<file path="src/hdl/jkf_pkg.sv">
`default_nettype none

package jkf_pkg;

  localparam int KEY_MAX_BYTES_DEF = 16;
  localparam int DEPTH_BITS_DEF    = 8;
  localparam int POSITION_BITS_DEF = 32;

  localparam int KEY_REG_W   = 64;
  localparam int KEY_LEN_W   = 5;
  localparam int CFG_INDEX_W = 2;
  localparam int BYTE_W      = 8;
  localparam int STR_COUNT_W = 5;
  localparam int STATUS_W    = 3;
  localparam int VALUE_POS_W = 32;

  localparam logic [CFG_INDEX_W-1:0] CFG_KEY_LOW  = 2'd0;
  localparam logic [CFG_INDEX_W-1:0] CFG_KEY_HIGH = 2'd1;
  localparam logic [CFG_INDEX_W-1:0] CFG_KEY_LEN  = 2'd2;

  localparam logic [BYTE_W-1:0] CH_LBRACE    = 8'h7B;
  localparam logic [BYTE_W-1:0] CH_LBRACKET  = 8'h5B;
  localparam logic [BYTE_W-1:0] CH_RBRACE    = 8'h7D;
  localparam logic [BYTE_W-1:0] CH_RBRACKET  = 8'h5D;
  localparam logic [BYTE_W-1:0] CH_COLON     = 8'h3A;
  localparam logic [BYTE_W-1:0] CH_QUOTE     = 8'h22;
  localparam logic [BYTE_W-1:0] CH_BACKSLASH = 8'h5C;
  localparam logic [BYTE_W-1:0] CH_SPACE     = 8'h20;
  localparam logic [BYTE_W-1:0] CH_TAB       = 8'h09;
  localparam logic [BYTE_W-1:0] CH_LF        = 8'h0A;
  localparam logic [BYTE_W-1:0] CH_CR        = 8'h0D;

  typedef enum logic [2:0] {
    MODE_OUT,
    MODE_STR,
    MODE_ESC,
    MODE_AFTER_KEY,
    MODE_AFTER_COLON,
    MODE_DONE
  } jkf_mode_t;

  typedef enum logic [STATUS_W-1:0] {
    ST_SCAN      = 3'd0,
    ST_VALUE     = 3'd1,
    ST_VALUE_END = 3'd2,
    ST_NOT_FOUND = 3'd3,
    ST_IGNORE    = 3'd4
  } jkf_status_t;

  typedef struct packed {
    logic [BYTE_W-1:0] data_byte;
    logic              first_byte;
    logic              last_byte;
  } jkf_item_t;

  typedef struct packed {
    jkf_status_t             scan_status;
    logic [VALUE_POS_W-1:0]  value_position;
  } jkf_result_t;

  function automatic logic is_ws(input logic [BYTE_W-1:0] c);
    return (c == CH_SPACE) || (c == CH_TAB) || (c == CH_LF) || (c == CH_CR);
  endfunction

endpackage

`default_nettype wire

</file>
<file path="src/hdl/jkf_scan_core.sv">
`default_nettype none

module jkf_scan_core
  import jkf_pkg::*;
#(
  parameter int KEY_MAX_BYTES = KEY_MAX_BYTES_DEF,
  parameter int DEPTH_BITS    = DEPTH_BITS_DEF,
  parameter int POSITION_BITS = POSITION_BITS_DEF
) (
  input  wire logic                 clk,
  input  wire logic                 rst,
  input  wire logic                 advance,
  input  wire jkf_item_t            item,
  input  wire logic [2*KEY_REG_W-1:0] key_flat,
  input  wire logic [KEY_LEN_W-1:0] key_length,
  output jkf_result_t               result
);

  jkf_mode_t                mode, mode_next, mode_e, mode_step;
  logic [DEPTH_BITS-1:0]    depth, depth_next, depth_e;
  logic [STR_COUNT_W-1:0]   count, count_next, count_e;
  logic                     match, match_next, match_e;
  logic [POSITION_BITS-1:0] pos, pos_next, pos_e, pos_inc;

  logic [BYTE_W-1:0] c;
  logic              ws;
  logic              is_open, is_close, close_fail;
  logic [BYTE_W-1:0] key_byte;
  logic              byte_miss;
  logic [STR_COUNT_W-1:0] count_inc;
  logic [DEPTH_BITS-1:0]  depth_open;
  jkf_status_t       status;
  logic [POSITION_BITS-1:0] vpos;

  // state seen by this byte, restarted on the first byte of a document
  always_comb begin
    if (item.first_byte) begin
      mode_e  = MODE_OUT;
      depth_e = '0;
      count_e = '0;
      match_e = 1'b1;
      pos_e   = '0;
    end else begin
      mode_e  = mode;
      depth_e = depth;
      count_e = count;
      match_e = match;
      pos_e   = pos;
    end
  end

  assign c          = item.data_byte;
  assign ws         = is_ws(c);
  assign is_open    = (c == CH_LBRACE) || (c == CH_LBRACKET);
  assign is_close   = (c == CH_RBRACE) || (c == CH_RBRACKET);
  assign close_fail = is_close && (depth_e <= DEPTH_BITS'(1));
  assign pos_inc    = (&pos_e) ? pos_e : pos_e + POSITION_BITS'(1);
  assign count_inc  = (&count_e) ? count_e : count_e + STR_COUNT_W'(1);
  assign depth_open = (&depth_e) ? depth_e : depth_e + DEPTH_BITS'(1);
  assign key_byte   = BYTE_W'(key_flat >> {count_e[3:0], 3'b000});
  assign byte_miss  = (count_e >= key_length) ||
                      (count_e >= STR_COUNT_W'(KEY_MAX_BYTES)) ||
                      (key_byte != c);

  // next state
  always_comb begin
    mode_step  = mode_e;
    depth_next = depth_e;
    count_next = count_e;
    match_next = match_e;
    pos_next   = pos_e;
    if (mode_e != MODE_DONE) begin
      pos_next = pos_inc;
      unique case (mode_e)
        MODE_STR: begin
          if (c == CH_QUOTE) begin
            if (depth_e == DEPTH_BITS'(1) && match_e && count_e == key_length) begin
              mode_step = MODE_AFTER_KEY;
            end else begin
              mode_step = MODE_OUT;
            end
          end else begin
            count_next = count_inc;
            match_next = match_e && !byte_miss;
            mode_step  = (c == CH_BACKSLASH) ? MODE_ESC : MODE_STR;
          end
        end
        MODE_ESC: begin
          count_next = count_inc;
          match_next = match_e && !byte_miss;
          mode_step  = MODE_STR;
        end
        MODE_AFTER_COLON: begin
          mode_step = MODE_AFTER_COLON;
        end
        default: begin
          // after key: colon or whitespace keep the match, anything else scans as outside
          if (mode_e == MODE_AFTER_KEY && c == CH_COLON) begin
            mode_step = MODE_AFTER_COLON;
          end else if (mode_e == MODE_AFTER_KEY && ws) begin
            mode_step = MODE_AFTER_KEY;
          end else begin
            mode_step = MODE_OUT;
            if (c == CH_QUOTE) begin
              mode_step  = MODE_STR;
              count_next = '0;
              match_next = 1'b1;
            end else if (is_open) begin
              depth_next = depth_open;
            end else if (is_close && !close_fail) begin
              depth_next = depth_e - DEPTH_BITS'(1);
            end
          end
        end
      endcase
    end
  end

  assign mode_next = (status != ST_SCAN) ? MODE_DONE : mode_step;

  // result of this byte
  always_comb begin
    status = ST_SCAN;
    vpos   = '0;
    unique case (mode_e)
      MODE_DONE: begin
        status = ST_IGNORE;
      end
      MODE_STR, MODE_ESC: begin
        status = ST_SCAN;
      end
      MODE_AFTER_KEY: begin
        if (c != CH_COLON && !ws && close_fail) begin
          status = ST_NOT_FOUND;
        end
      end
      MODE_AFTER_COLON: begin
        if (!ws) begin
          status = ST_VALUE;
          vpos   = pos_e;
        end
      end
      default: begin
        if (close_fail) begin
          status = ST_NOT_FOUND;
        end
      end
    endcase
    if (status == ST_SCAN && item.last_byte) begin
      if (mode_step == MODE_AFTER_COLON) begin
        status = ST_VALUE_END;
        vpos   = pos_inc;
      end else begin
        status = ST_NOT_FOUND;
      end
    end
  end

  assign result.scan_status    = status;
  assign result.value_position = VALUE_POS_W'(vpos);

  always_ff @(posedge clk) begin
    if (rst) begin
      mode  <= MODE_OUT;
      depth <= '0;
      count <= '0;
      match <= 1'b1;
      pos   <= '0;
    end else if (advance) begin
      mode  <= mode_next;
      depth <= depth_next;
      count <= count_next;
      match <= match_next;
      pos   <= pos_next;
    end
  end

endmodule

`default_nettype wire

</file>
<file path="src/hdl/json_top_level_key_finder.sv">
`default_nettype none

// channel   dir  tdata                 tuser                tlast
// s_*       in   [7:0] data_byte       [0] first_byte       last_byte
// m_*       out  [31:0] value_position [2:0] scan_status    -
// cfg_*     in   index 0 key low, 1 key high, 2 key length
//
// one request per cycle sustained while m_tready stays high; each byte is held in the input
// register and its result in the output register
// the scan state loop (mode, depth, string count, match flag, position) closes through combinational next-state logic
// synchronous reset clears the scan state, the key registers and both valid flags
// a stall on m_tready backs up through the input register to s_tready

module json_top_level_key_finder
  import jkf_pkg::*;
#(
  parameter int KEY_MAX_BYTES = KEY_MAX_BYTES_DEF,
  parameter int DEPTH_BITS    = DEPTH_BITS_DEF,
  parameter int POSITION_BITS = POSITION_BITS_DEF
) (
  input  wire logic                   clk,
  input  wire logic                   rst,
  input  wire logic                   s_tvalid,
  output logic                        s_tready,
  input  wire logic [BYTE_W-1:0]      s_tdata,   // data_byte
  input  wire logic                   s_tuser,   // first_byte
  input  wire logic                   s_tlast,   // last_byte
  output logic                        m_tvalid,
  input  wire logic                   m_tready,
  output logic [VALUE_POS_W-1:0]      m_tdata,   // value_position
  output logic [STATUS_W-1:0]         m_tuser,   // scan_status
  input  wire logic                   cfg_wr_en,
  input  wire logic [CFG_INDEX_W-1:0] cfg_index,
  input  wire logic [KEY_REG_W-1:0]   cfg_wr_data
);

  logic [KEY_REG_W-1:0] key_low, key_high;
  logic [KEY_LEN_W-1:0] key_length;

  logic        in_valid;
  jkf_item_t   in_item;
  logic        advance;
  jkf_result_t core_result;

  always_ff @(posedge clk) begin
    if (rst) begin
      key_low    <= '0;
      key_high   <= '0;
      key_length <= '0;
    end else if (cfg_wr_en) begin
      unique case (cfg_index)
        CFG_KEY_LOW:  key_low    <= cfg_wr_data;
        CFG_KEY_HIGH: key_high   <= cfg_wr_data;
        CFG_KEY_LEN:  key_length <= cfg_wr_data[KEY_LEN_W-1:0];
        default:      ;
      endcase
    end
  end

  assign advance  = in_valid && (!m_tvalid || m_tready);
  assign s_tready = !in_valid || advance;

  always_ff @(posedge clk) begin
    if (rst) begin
      in_valid <= 1'b0;
    end else if (s_tready) begin
      in_valid <= s_tvalid;
    end
  end

  always_ff @(posedge clk) begin
    if (s_tready && s_tvalid) begin
      in_item.data_byte  <= s_tdata;
      in_item.first_byte <= s_tuser;
      in_item.last_byte  <= s_tlast;
    end
  end

  jkf_scan_core #(
    .KEY_MAX_BYTES (KEY_MAX_BYTES),
    .DEPTH_BITS    (DEPTH_BITS),
    .POSITION_BITS (POSITION_BITS)
  ) u_core (
    .clk        (clk),
    .rst        (rst),
    .advance    (advance),
    .item       (in_item),
    .key_flat   ({key_high, key_low}),
    .key_length (key_length),
    .result     (core_result)
  );

  always_ff @(posedge clk) begin
    if (rst) begin
      m_tvalid <= 1'b0;
    end else if (advance) begin
      m_tvalid <= 1'b1;
    end else if (m_tready) begin
      m_tvalid <= 1'b0;
    end
  end

  always_ff @(posedge clk) begin
    if (advance) begin
      m_tdata <= core_result.value_position;
      m_tuser <= core_result.scan_status;
    end
  end

endmodule

`default_nettype wire

</file>
<file path="config.mk">
export PLATFORM = sky130hd
export DESIGN_NAME = json_top_level_key_finder
export DESIGN_NICKNAME = d
export VERILOG_FILES = /design/src/hdl/jkf_pkg.sv /design/src/hdl/jkf_scan_core.sv /design/src/hdl/json_top_level_key_finder.sv
export SDC_FILE = /design/constraint.sdc
export NUM_CORES = 1
export LEC_CHECK = 0
export ABC_AREA = 0
export BUFFER_PORTS_ARGS = -buffer_cell sky130_fd_sc_hd__clkbuf_2
export CORE_MARGIN = 2
export CORE_UTILIZATION = 45
export CTS_CLUSTER_DIAMETER = 30
export DETAILED_ROUTE_END_ITERATION = 10
export PLACE_DENSITY = 0.63
export SLEW_MARGIN = 20
export SYNTH_ARGS = -nofsm -noshare
export SYNTH_HDL_FRONTEND = slang
export SYNTH_SLANG_ARGS = --single-unit
</file>
<file path="constraint.sdc">
create_clock -name clk -period 4.4 [get_ports clk]
set_clock_uncertainty 0.1 [all_clocks]
set_input_delay 0.88 -clock clk [delete_from_list [all_inputs] [get_ports clk]]
set_output_delay 0.88 -clock clk [all_outputs]
set_load 0.02 [all_outputs]
</file>
After elaboration in Yosys (flattened, before gate mapping):

Cells that the tools add are included.

* register bits: 229
* output and inout port bits: 37
* input bits: 81

* multiplexer cells: 49
* equality and inequality tests: 24
* reductions and logical operators: 38
* shift operators: 1
* add/sub/neg operators: 4
* magnitude comparators: 3

Operator list (number)
* 2-to-1 mux 32 bit: 7
* >> shifter 128 x 7 -> 8 bit: 1
* 2-to-1 mux 8 bit: 9
* equality test 8 x 7 -> 1 bit, second input constant: 5
* 2-to-1 mux 5 bit: 7
* adder 32 x 1 -> 32 bit, second input constant: 1
* AND reduction 32 bit: 1
* equality test 8 x 4 -> 1 bit, second input constant: 3
* equality test 8 x 6 -> 1 bit, second input constant: 3
* 2-to-1 mux 3 bit: 7
* one-hot mux 5 bit (3 select lines): 1
* logical AND 1 bit: 12
* one-hot mux 3 bit (4 select lines): 1
* 2-to-1 mux 1 bit: 11
* equality test 3 bit, second input constant: 3
* logical OR 1 bit: 9
* one-hot mux 3 bit (3 select lines): 1
* adder 8 x 1 -> 8 bit, second input constant: 1
* equality test 8 x 1 -> 1 bit, second input constant: 1
* <= comparator 8 x 1 -> 1 bit, second input constant: 1
* 2-to-1 mux 2 bit: 4
* inequality test 8 x 6 -> 1 bit, second input constant: 1
* inequality test 8 bit: 1
* AND reduction 8 bit: 1
* 20 further kinds: 27

Longest topological paths before layout:

* depth after elaboration: 14
* gate-level depth with buffers: 17

By module:

From an unflattened synthesis, not the netlist that was laid out.

* cells, all modules: 1406
* area, all modules: 12744.7 µm²

Modules (own cells, without submodules)
* json_top_level_key_finder: sequential area each 4053.9 µm², times used 1, area an instance 6885.4 µm², cells each 561
* jkf_scan_core: sequential area each 980.9 µm², times used 1, area an instance 5859.4 µm², cells each 845

Worst setup path after synthesis:

Ideal clock, no wire load.

* kind: reg-to-reg
* start: register in_item[1] (netlist bit)
* end: register u_core.pos[17]
* library setup time: 0.070 ns
* stages on the path, launching flop included: 17
* setup slack: 0.820 ns
* arrival: 3.410 ns
* buffers on the path: 7
* path through: edfxtp_1 > buf_6 > buf_6 > buf_2 > buf_2 > clkbuf_1 > clkbuf_1 > nor2b_1 > ha_1 > and2_1 > nand4_1 > nor4_4 > nor3b_1 > clkbuf_1 > nand2_1 > or3_1 > a21oi_1

* word-level cells in the longest chain between the ends: 4

RTL lines
* start, declared: line json_top_level_key_finder.sv:41 `jkf_item_t in_item;`
* 2-to-1 mux 32 bit: line jkf_scan_core.sv:37 `if (item.first_byte) begin`
* adder 32 x 1 -> 32 bit or AND reduction 32 bit (tied branches): line jkf_scan_core.sv:57 `assign pos_inc = (&pos_e) ? pos_e : pos_e + POSITION_BITS'(1);`
* 2-to-1 mux 32 bit: line jkf_scan_core.sv:57
* 2-to-1 mux 32 bit *: line jkf_scan_core.sv:72 `if (mode_e != MODE_DONE) begin`
* end signal, assigned: line jkf_scan_core.sv:174 `pos <= pos_next;`
* end, declared: line jkf_scan_core.sv:23 `logic [POSITION_BITS-1:0] pos, pos_next, pos_e, pos_inc;`

Mark *: on every way between the ends. The rest lies on a longest branch, timed or not.
A chain may end at the register's enable or synchronous reset.

Final worst setup path:

* start: register in_item[1] (netlist bit)
* end: register u_core.match

* word-level cells in the longest chain between the ends: 9

RTL lines
* 2-to-1 mux 5 bit: line jkf_scan_core.sv:37
* >> shifter 128 x 7 -> 8 bit (tied with other cells): line jkf_scan_core.sv:60 `assign key_byte = BYTE_W'(key_flat >> {count_e[3:0], 3'b000});`
* inequality test 8 bit or logical OR 1 bit (tied branches): line jkf_scan_core.sv:63, jkf_scan_core.sv:61
* logical OR 1 bit: line jkf_scan_core.sv:62 `(count_e >= STR_COUNT_W'(KEY_MAX_BYTES)) ||`
* zero test 1 bit: line jkf_scan_core.sv:84, jkf_scan_core.sv:90
* logical AND 1 bit: line jkf_scan_core.sv:84, jkf_scan_core.sv:90
* 2-to-1 mux 1 bit: line jkf_scan_core.sv:76 `if (c == CH_QUOTE) begin`
* one-hot mux 1 bit (3 select lines): line jkf_scan_core.sv:74 `unique case (mode_e)`
* 2-to-1 mux 1 bit *: line jkf_scan_core.sv:72
* end signal, assigned: line jkf_scan_core.sv:173 `match <= match_next;`
* end, declared: line jkf_scan_core.sv:22 `logic match, match_next, match_e;`

Marked as above.

==> flow_summary_export.csv <==
group,metric,value,unit
yosys,ys_ff_latch,229,
floorplan,core-area,0.0262,mm2
clocking,cts_resized,0,
global_routing,grt_pass1_vias,10735,
yosys,yosysTopAreaCellShare,30.6,%
clocking,clock_sinks,229,
yosys,async_reset_ff_share,0,%
yosys,ys_seq_area_share,41.8,%
route,dr.pass1.iters,5,
floorplan,start_util,46.0,%
sta,setup_viol,0,
clocking,clk_pin_slew_worst_paths,0.05,ns
critical_path,required,4.78,ns
pwr,powerDensity,452,mW/mm2
clocking,htree_levels,2,
global_routing,grt_usage,24.7,%
route,vias,11298,
yosys,ys_warn_count,0,
critical_path,cp-start-kind,"register",
global_routing,antenna_found_initial,0,
floorplan,die_area,0.0281,mm2
route,vias_per_cell,5.75,
yosys,synth_compound_area_share,21.4,%
floorplan,io_pins,118,
floorplan,die_w,168,um
sta,post-route-period-util,78.3,%
yosys,syn_nets,1590,
placed_design,dp_cells,1866,
placed_design,place_area,0.0128,mm2
pwr,vdd_drop_max,0.298,mV
clocking,cts_hold_buffers,0,
yosys,synth_enable_flop_cells,45,
yosys,yosys-top-cells-area,"dfxtp_1 (31%), edfxtp_1 (11%), nand2_1 (11%)",
placed_design,dp_hpwl,23300,um
sta,finalMaxSlewViolations,0,
route,drt_iter0_drc,946,
sta,tightest_slew,0.856,ns
yosys,synthDistinctLibCells,89,
status,outcome,"finished, final reports clean",
clocking,cts-root-buf,"clkbuf_16",
sta,period_needed,3.44,ns
route,wl_met1,15700,um
final_layout,area_growth,21.5,%
route,routed_wl,35200,um
hold_path,hold_path.class,"register to register",
clocking,cts_buffers,54,
placed_design,port_buffers,117,
final_layout,layoutNonFillerInstCount,1964,
clocking,worstSkewPairLatency,0.57,ns
floorplan,num_rows,59,
yosys,synth_top_area_cell,"dfxtp_1",
clocking,max-clock-path-buffers,3,
yosys,postSynthAreaPerCell,8.04,um2
route,routed.top_layer,"met4",
yosys,synth_top_family_by_area,"simple AND/OR/NAND/NOR gates",
critical_path,cp-end-kind,"register",
flow_run,maxCapViolations,0,
global_routing,grt_overflow,0,
yosys,synth_most_common_cell,"nand2_1",
floorplan,die_h,168,um
sta,holdWs,0.350,ns
yosys,synth_ff_type,"dfxtp_1",
route,routedWlPerCell,17.9,um
yosys,synth_commonest_cells,"nand2_1 (338), a21oi_1 (204), dfxtp_1 (184), clkbuf_1 (82), nor2_1 (70)",
final_layout,nets,1678,
clocking,cts_setup_buffers,0,
final_layout,fillers,2418,
yosys,synth_cells,1499,
route,ant_nets,0,
yosys,yosys.area_share.xor_xnor,1.24,%
critical_path,cp_data_arrival_time,3.82,ns
critical_path,crit_path_max_fanout,22,
sta,setup_tns,0,ns
critical_path,critPathKind,"register to register",
yosys,synth_fa_ha_area_share,1.04,%
final_layout,drive_gt1_share,16.9,%
yosys,synthMuxAreaShare,4.98,%
clocking,cts_tree,"built",
final_layout,antennaDiodeCount,0,
placed_design,gp_congestion,0.880,
route,drcViolationCount,0,
pwr,leakagePower,5.32,nW
global_routing,grt_max_degree,77,
yosys,synthSimpleGateAreaFrac,24.7,%
route,wl_met3,2110,um
yosys,syn-cell-area,0.0120,mm2
sta,hold_viol,0,
sta,max_freq,290,MHz
route,wl_met2,16600,um
sta,relSlewSlack,43.0,%
final_layout,final_area,0.0146,mm2
sta,rsz0062_at_grt,"false",
global_routing,grt_pass1_wl,57000,um
==> critical path, stage by stage, from the launching register on <==
cell and delay, ns:
edfxtp_1 0.54, buf_4 0.28, nand2b_1 0.35, inv_1 0.60, o221ai_1 0.25, a21o_1 0.20
a31oi_1 0.21, xor2_1 0.09, or4_1 0.50, o31ai_1 0.23
==> routing by layer <==
metal  vias up  GRT usage [%]
met5         -              0
met4         0           7.56
met3        61           4.16
met2       382           41.2
met1      5325           32.9
li1       5530              -
==> final timing paths <==
kind	start	slack, ns	endpoint	depth (start not counted)
hold / removal	key_low[44]	0.35	key_low[44]	2
hold reg to reg	key_low[44]	0.35	key_low[44]	2
setup / recovery	in_item[1]	0.96	u_core.match	9
setup reg to reg	in_item[1]	0.96	u_core.match	9
==> logic make-up (layout without fill, tap and decap cells) <==
logic type	after synthesis	after routing
multiplexers	53	53
buffers and inverters	143	273
adder cells (fa/ha/maj)	10	10
AO/OA/AOI/OAI	422	422
AND/OR/NAND/NOR	625	625
XOR/XNOR	17	17
flip-flops	229	229
==> state kept, by name, summed over array words and instances, names as in the netlist <==
signal and count:
u_core.pos 32, in_item 10, m_tdata 32, u_core.depth 8
in_valid 1, key_low 64, u_core.match 1, key_length 5
m_tuser 3, u_core.mode 3, key_high 64, m_tvalid 1
u_core.count 5
==> where the power goes <==
part / internal (mW) / switching (mW) / total (mW)
combinational: 0.141 / 0.268 / 0.410
clock: 2.71 / 1.23 / 3.94
sequential: 2.22 / 0.0469 / 2.26
==> per-stage QoR <==
stage | power, mW | setup WS, ns | util, %
after global routing | 6.81 | 0.725 | 55.8
final | 6.61 | 0.956 | 55.8
after global placement | 2.70 | 1.09 | 48.9
after floorplan | 2.55 | 0.820 | -
after detailed placement | 2.71 | 0.993 | 48.9
after CTS | 6.65 | 0.989 | 55.8
==> cells in the final DEF, fill, tap and decap left out, types with 8 or more instances in the layout <==
| cell | n |
|---|---|
| nand2_1 | 338 |
| a21oi_1 | 204 |
| dfxtp_1 | 183 |
| clkbuf_2 | 116 |
| nor2_1 | 69 |
| o21ai_0 | 69 |
| clkbuf_16 | 54 |
| edfxtp_1 | 45 |
| mux2i_1 | 34 |
| nor3_1 | 29 |
| buf_4 | 29 |
| nand3_1 | 28 |
| inv_1 | 26 |
| nor2b_1 | 24 |
| nand2b_1 | 24 |
| a31oi_1 | 16 |
| o21ai_1 | 16 |
| nand4_1 | 15 |
| nor4_1 | 13 |
| or3_1 | 13 |
| mux2_2 | 12 |
| a211oi_1 | 10 |
| ha_1 | 10 |
| clkinv_2 | 10 |
| clkbuf_1 | 10 |
| xnor2_1 | 9 |
| o31ai_1 | 9 |
| and3_1 | 8 |
| o22ai_1 | 8 |
| and4b_1 | 8 |
| xor2_1 | 8 |
| o221ai_1 | 8 |
==> final cells by class <==
cell class / instances / area [um2] / area share [%]
clock buffer: 68 / 1440 / 9.87
inverter: 29 / 109 / 0.744
sequential: 229 / 5040 / 34.4
tap: 335 / 419 / 2.86
clock inverter: 30 / 382 / 2.61
multi-input combinational: 1127 / 6440 / 44.0
timing repair buffer: 146 / 810 / 5.53
No activity file was read; power rests on OpenSTA's default activity.
